--- src/sv/image_to_column_engine_macros.svh ---
`ifndef IMAGE_TO_COLUMN_ENGINE_MACROS_SVH
`define IMAGE_TO_COLUMN_ENGINE_MACROS_SVH

// same-cycle implication, checked outside reset
`define ITC_ASSERT_IMP(label, ante, cons) \
  label: assert property (@(posedge clk_i) disable iff (!rst_ni) (ante) |-> (cons)) \
    else $error("itc assertion failed");

// next-cycle implication, checked outside reset
`define ITC_ASSERT_NXT(label, ante, cons) \
  label: assert property (@(posedge clk_i) disable iff (!rst_ni) (ante) |=> (cons)) \
    else $error("itc assertion failed");

`endif

--- src/sv/itc_pkg.sv ---
`timescale 1ns / 1ps
`default_nettype none

package itc_pkg;

  localparam int unsigned MaxDim      = 64;
  localparam int unsigned MaxChannels = 64;
  localparam int unsigned MaxKernel   = 15;

  localparam int unsigned CmdW     = 3;
  localparam int unsigned PixAddrW = 12;
  localparam int unsigned DataW    = 32;
  localparam int unsigned StatusW  = 2;
  localparam int unsigned CfgIdxW  = 3;
  localparam int unsigned CfgDataW = 7;
  localparam int unsigned ColAddrW = 20;

  localparam logic [CmdW-1:0] CMD_WRITE  = 3'd0;
  localparam logic [CmdW-1:0] CMD_READ   = 3'd1;
  localparam logic [CmdW-1:0] CMD_IM2COL = 3'd2;
  localparam logic [CmdW-1:0] CMD_COL2IM = 3'd3;
  localparam logic [CmdW-1:0] CMD_REWIND = 3'd4;

  localparam logic [CfgIdxW-1:0] CFG_CHANNELS = 3'd0;
  localparam logic [CfgIdxW-1:0] CFG_HEIGHT   = 3'd1;
  localparam logic [CfgIdxW-1:0] CFG_WIDTH    = 3'd2;
  localparam logic [CfgIdxW-1:0] CFG_KERNEL   = 3'd3;
  localparam logic [CfgIdxW-1:0] CFG_STEP     = 3'd4;
  localparam logic [CfgIdxW-1:0] CFG_PAD      = 3'd5;

  localparam logic [StatusW-1:0] STAT_OK    = 2'd0;
  localparam logic [StatusW-1:0] STAT_RANGE = 2'd1;
  localparam logic [StatusW-1:0] STAT_GEOM  = 2'd2;
  localparam logic [StatusW-1:0] STAT_SAT   = 2'd3;

  typedef enum logic [2:0] {
    KIND_WRITE,
    KIND_READ,
    KIND_COL,
    KIND_ACC,
    KIND_REWIND,
    KIND_NOP
  } kind_e;

  typedef struct packed {
    kind_e               kind;
    logic                addr_oob;
    logic [PixAddrW-1:0] addr;
    logic [DataW-1:0]    data;
  } item_t;

endpackage

`default_nettype wire

--- src/sv/itc_front.sv ---
`timescale 1ns / 1ps
`default_nettype none

module itc_front import itc_pkg::*; #(
  parameter int unsigned STORE_DEPTH = 4096
) (
  input  logic                       clk_i,
  input  logic                       rst_ni,
  input  logic                       in_valid_i,
  output logic                       in_stall_o,
  input  logic [CmdW-1:0]            cmd_i,
  input  logic [PixAddrW-1:0]        pixel_addr_i,
  input  logic signed [DataW-1:0]    data_value_i,
  output item_t                      item_o,
  output logic                       item_valid_o,
  input  logic                       item_pop_i
);

  item_t       slot_q [2];
  logic        wr_ptr_q, wr_ptr_d;
  logic        rd_ptr_q, rd_ptr_d;
  logic [1:0]  count_q, count_d;
  item_t       incoming;
  logic        push, pop;

  always_comb begin
    incoming.addr     = pixel_addr_i;
    incoming.data     = data_value_i;
    incoming.addr_oob = (32'(pixel_addr_i) >= STORE_DEPTH);
    unique case (cmd_i)
      CMD_WRITE:  incoming.kind = KIND_WRITE;
      CMD_READ:   incoming.kind = KIND_READ;
      CMD_IM2COL: incoming.kind = KIND_COL;
      CMD_COL2IM: incoming.kind = KIND_ACC;
      CMD_REWIND: incoming.kind = KIND_REWIND;
      default:    incoming.kind = KIND_NOP;
    endcase
  end

  assign in_stall_o   = (count_q == 2'd2);
  assign item_valid_o = (count_q != 2'd0);
  assign item_o       = slot_q[rd_ptr_q];
  assign push         = in_valid_i && !in_stall_o;
  assign pop          = item_pop_i && item_valid_o;

  always_comb begin
    wr_ptr_d = push ? !wr_ptr_q : wr_ptr_q;
    rd_ptr_d = pop ? !rd_ptr_q : rd_ptr_q;
    unique case ({push, pop})
      2'b10:   count_d = count_q + 2'd1;
      2'b01:   count_d = count_q - 2'd1;
      default: count_d = count_q;
    endcase
  end

  always_ff @(posedge clk_i or negedge rst_ni) begin
    if (!rst_ni) begin
      wr_ptr_q <= 1'b0;
      rd_ptr_q <= 1'b0;
      count_q  <= 2'd0;
    end else begin
      wr_ptr_q <= wr_ptr_d;
      rd_ptr_q <= rd_ptr_d;
      count_q  <= count_d;
    end
  end

  always_ff @(posedge clk_i) begin
    if (push) begin
      slot_q[wr_ptr_q] <= incoming;
    end
  end

endmodule

`default_nettype wire

--- config.mk ---
export PLATFORM = sky130hd
export DESIGN_NAME = itc_front
export DESIGN_NICKNAME = d
export VERILOG_FILES = /design/src/sv/image_to_column_engine_macros.svh /design/src/sv/itc_pkg.sv /design/src/sv/itc_front.sv
export SDC_FILE = /design/constraint.sdc
export NUM_CORES = 1
export LEC_CHECK = 0
export BUFFER_PORTS_ARGS = -buffer_cell sky130_fd_sc_hd__buf_2
export CELL_PAD_IN_SITES_DETAIL_PLACEMENT = 1
export CELL_PAD_IN_SITES_GLOBAL_PLACEMENT = 2
export CORE_MARGIN = 10
export CORE_UTILIZATION = 38
export CTS_CLUSTER_DIAMETER = 40
export DETAILED_ROUTE_END_ITERATION = 6
export PLACE_DENSITY_LB_ADDON = 0.08
export RECOVER_POWER = 100
export SLEW_MARGIN = 10
export SYNTH_ARGS = -nofsm -noshare
export SYNTH_HDL_FRONTEND = slang
export SYNTH_SLANG_ARGS = --single-unit
--- constraint.sdc ---
create_clock -name clk_i -period 4.05 [get_ports clk_i]
set_input_delay 0.81 -clock clk_i [delete_from_list [all_inputs] [get_ports clk_i]]
set_output_delay 0.81 -clock clk_i [all_outputs]
set_load 0.05 [all_outputs]
==> results.md <==
| Group | Metric | Reported |
| --- | --- | --- |
| critical path | Worst r2r path cells | 3 |
| job | Number of max-cap violations | 1 |
| global route | Wire length of the first global-routing pass | 11250 um |
| critical path | Critical path startpoint category | register |
| global route | Vias in the first global route | 2081 |
| outcome | Failing checks | capacitance limit, slew limit |
| critical path | Crit Path Max Fanout | 31 |
| sta | Fin Hold WS | 0.2901 ns |
| clock network | Deepest clock path buffer count | 2 |
| clock network | Clock-pin slew of the registers on the worst-case setup and hold paths | 0.09 ns |
| clock network | Root Buffer Master | clkbuf_8 |
| critical path | R2r setup slk | 1.10 ns |
| placed design | Total cell area at the placement stage | 4340 um^2 |
| clock network | Clock tree from TritonCTS | built |
| final layout | Final nets | 328 |
| placed design | Count of buffers inserted at the top-level ports | 99 |
| final layout | Synthesis-to-layout area growth | 20.94% |
| pwr | LEAKAGE | 1.579 nW |
| pwr | Total power draw | 3.857 mW |
| route | Detailed-route via count | 1824 |
| final layout | Finished layout cell area | 4473 um^2 |
| clock network | Post-cts gate resize count | 0 |
| yosys | EDFF count, synth | 94 |
| pwr | Cell area power density | 862.2 nW/um^2 |
| yosys | Average instance area after synthesis | 21.88 um^2 |
| final layout | Layout fillers | 970 |
| clock network | Total clock sinks | 98 |
| die | Area of the core | 9371 um^2 |
| global route | Largest net degree at the start of global routing | 34 |
| die | Starting density of the core | 0.3947 |
| sta | Final hold violation count | 0 |
| die | Die H | 118.7 um |
| yosys | Synth Register Bits | 98 |
| sta | Total negative slack for setup checks | 0 ns |
| yosys | Cell with the most instances after synthesis | edfxtp_1 |
| sta | Maximum clock frequency | 298.8 MHz |
| die | Full die area | 14080 um^2 |
| critical path | Endpoint of the worst-slack reg-to-reg timing path | slot_q[1][45] |
| yosys | Proportion of synthesized chip area in sequential cells | 0.7903 |
| critical path | CP Capture Type | output port |
| placed design | Weighted congestion at the end of routability-driven global placement | 0.6425 |
| final layout | Final core utilization | 0.4773 |
| global route | Number of antenna violations at the first check in global routing | 1 |
| worst hold path | Class of the tightest hold or removal check | in2async |
| critical path | Start of the worst register-to-register path | count_q[0] |
| yosys | Dominant register cell in the synthesized netlist | edfxtp_1 |
| sta | Slew at the pin closest to its max-slew limit | 1.584 ns |
| clock network | Hold-fix buffers, CTS | 0 |
| yosys | Net count after synthesis | 221 |
| yosys | Largest cells by area after synthesis | edfxtp_1 (76%), mux2_2 (8.2%), mux2_4 (8.1%), dfrtp_1 (2.7%), buf_6 (0.91%) |
| placed design | Half-perimeter wire length of the detailed placement result | 5165 um |
| sta | Headroom to the max-slew limit | -0.05573 |
| route | Post-detailed-route wirelength per cell | 17.51 um |
| yosys | Post-synthesis cell area | 3699 um^2 |
| route | Post-detailed-routing wire length | 7178 um |
| yosys | Synthesized instance count | 169 |
| global route | Congestion Overflow GR | 0 |
| final layout | Count of inserted antenna diode cells | 0 |
| yosys | Synth unique cells | 21 |
| clock network | Setup Buffers After CTS | 0 |
| die | Horiz. Die Dim | 118.7 um |
| sta | Slew Limit Fails | 34 |
| route | DRT iter0 DRCs | 57 |
| yosys | Proportion of netlist area held by the largest area contributor | 0.7632 |
| sta | Clock period minus worst slack | 3.347 ns |
| sta | Post-route fraction of the period consumed by the critical path | 0.8263 |
| critical path | Data arrival at the endpoint of the critical path | 2.54 ns |
| clock network | Num CTS Buffers | 9 |
| final layout | Fraction of layout instances using a drive strength above 1 | 0.3310 |
| outcome | Run status | finished with violations |
| die | Cell row count | 35 |
| yosys | Fraction of registers with async set/reset | 0.04082 |
| yosys | Number of warnings printed during yosys synthesis | 0 |
| critical path | CP Data Required Time | 3.24 ns |
| global route | Global Route Usage Sum | 0.1024 |
| yosys | List of most frequent post-synthesis cells | edfxtp_1 (94), mux2_2 (27), mux2_4 (20) |
| clock network | Worst-Skew Late Latency | 0.35 ns |
| route | Vias per inst | 4.449 |
| route | Routed Antenna Nets | 0 |
| sta | Final setup violating endpoints | 0 |
| sta | Setup repair after global routing missed its margin | no |
| route | Remaining DRCs | 0 |
| route | First drt pass iteration count | 4 |
| die | I/O pin count | 101 |
| clock network | H-tree lvl count | 3 |
| pwr | Worst IR Drop VDD | 339.0 uV |
| critical path | Critical path class | reg2out |
| yosys | Top cell type by total area after synthesis | edfxtp_1 |
| sta | Clock Skews | 0.009937 ns |
cell type report:
class / count / area, um^2 / share of cell area
clock buffers: 9 / 123.9 / 0.02769
clock inverters: 7 / 121.4 / 0.02713
inverters: 1 / 3.754 / 0.0008392
multi-input cells: 63 / 714.4 / 0.1597
flip-flops and latches: 98 / 2924 / 0.6537
well taps: 129 / 161.4 / 0.03608
repair buffers: 103 / 424.2 / 0.09483
kinds of logic (layout without fill, tap and decap cells):
logic type	after synthesis	in the layout	share of synthesized area
adder cells (fa/ha/maj)	1	1	0.003382
other	1	1	0.001014
AO/OA/AOI/OAI	1	1	0.002031
XOR/XNOR	5	5	0.01184
AND/OR/NAND/NOR	8	8	0.01218
buffers and inverters	8	120	0.01590
flip-flops	98	98	0.7903
multiplexers	47	47	0.1634
report_power, final:
part | total, mW | leakage (nW) | internal (mW) | switching, mW
Clock | 0.749 | 0.125 | 0.416 | 0.333
Combinational | 1.59 | 0.535 | 0.434 | 1.16
Sequential | 1.52 | 0.919 | 1.39 | 0.123
sequential cells by signal (all words and copies together) (netlist names):
signal    count
slot_q       94
count_q       2
wr_ptr_q      1
rd_ptr_q      1
per-stage QoR:
| stage | instances | worst slack [ns] |
|---|---|---|
| after floorplan | 169 | 0.7202 |
| after global placement | 394 | 1.455 |
| after CTS | 410 | 1.054 |
| after detailed placement | 394 | 1.452 |
| final | 410 | 0.7035 |
| after global routing | 410 | 0.4816 |
routing by layer:
metal / vias up / GRT usage / part of all wire
met2: 64 / 0.1712 / 0.50
met5: - / 0 / 0.0015
met1: 884 / 0.1088 / 0.41
met4: 2 / 0.04122 / 0.0088
li1: 865 / - / -
met3: 9 / 0.04950 / 0.080
placed cells by master, fill, tap and decap left out:
cell type / instances
dfrtp_1: 3
and3_1: 1
bufinv_16: 3
buf_2: 29
xnor2_1: 3
inv_6: 3
mux2_1: 1
conb_1: 1
nand2b_1: 1
mux2_2: 26
clkbuf_2: 1
or2_0: 1
mux2_4: 20
nor2_1: 2
clkinv_2: 1
clkbuf_1: 72
buf_1: 1
xor2_1: 2
a21o_1: 1
nor2b_1: 1
ha_1: 1
nand2_1: 1
clkbuf_8: 9
and2_0: 1
inv_1: 1
dfrtp_2: 1
edfxtp_1: 94
how the worst max path moves through the flow:
stage,to,cells after the start,slack [ns],startpoint
after CTS,item_o[1],3,1.05,rd_ptr_q
after floorplan,slot_q[0][0],2,0.72,in_valid_i
after global routing,item_o[17],3,0.48,rd_ptr_q
final,item_o[17],3,0.70,rd_ptr_q
after global placement,item_o[4],3,1.45,rd_ptr_q
after detailed placement,item_o[1],3,1.45,rd_ptr_q
critical path, cell delays in order (launching register included):
cell,delay [ns]
dfrtp_2,0.86
clkbuf_1,0.57
mux2_4,0.27
clkbuf_1,0.48
(Power assumes the default switching activity.)
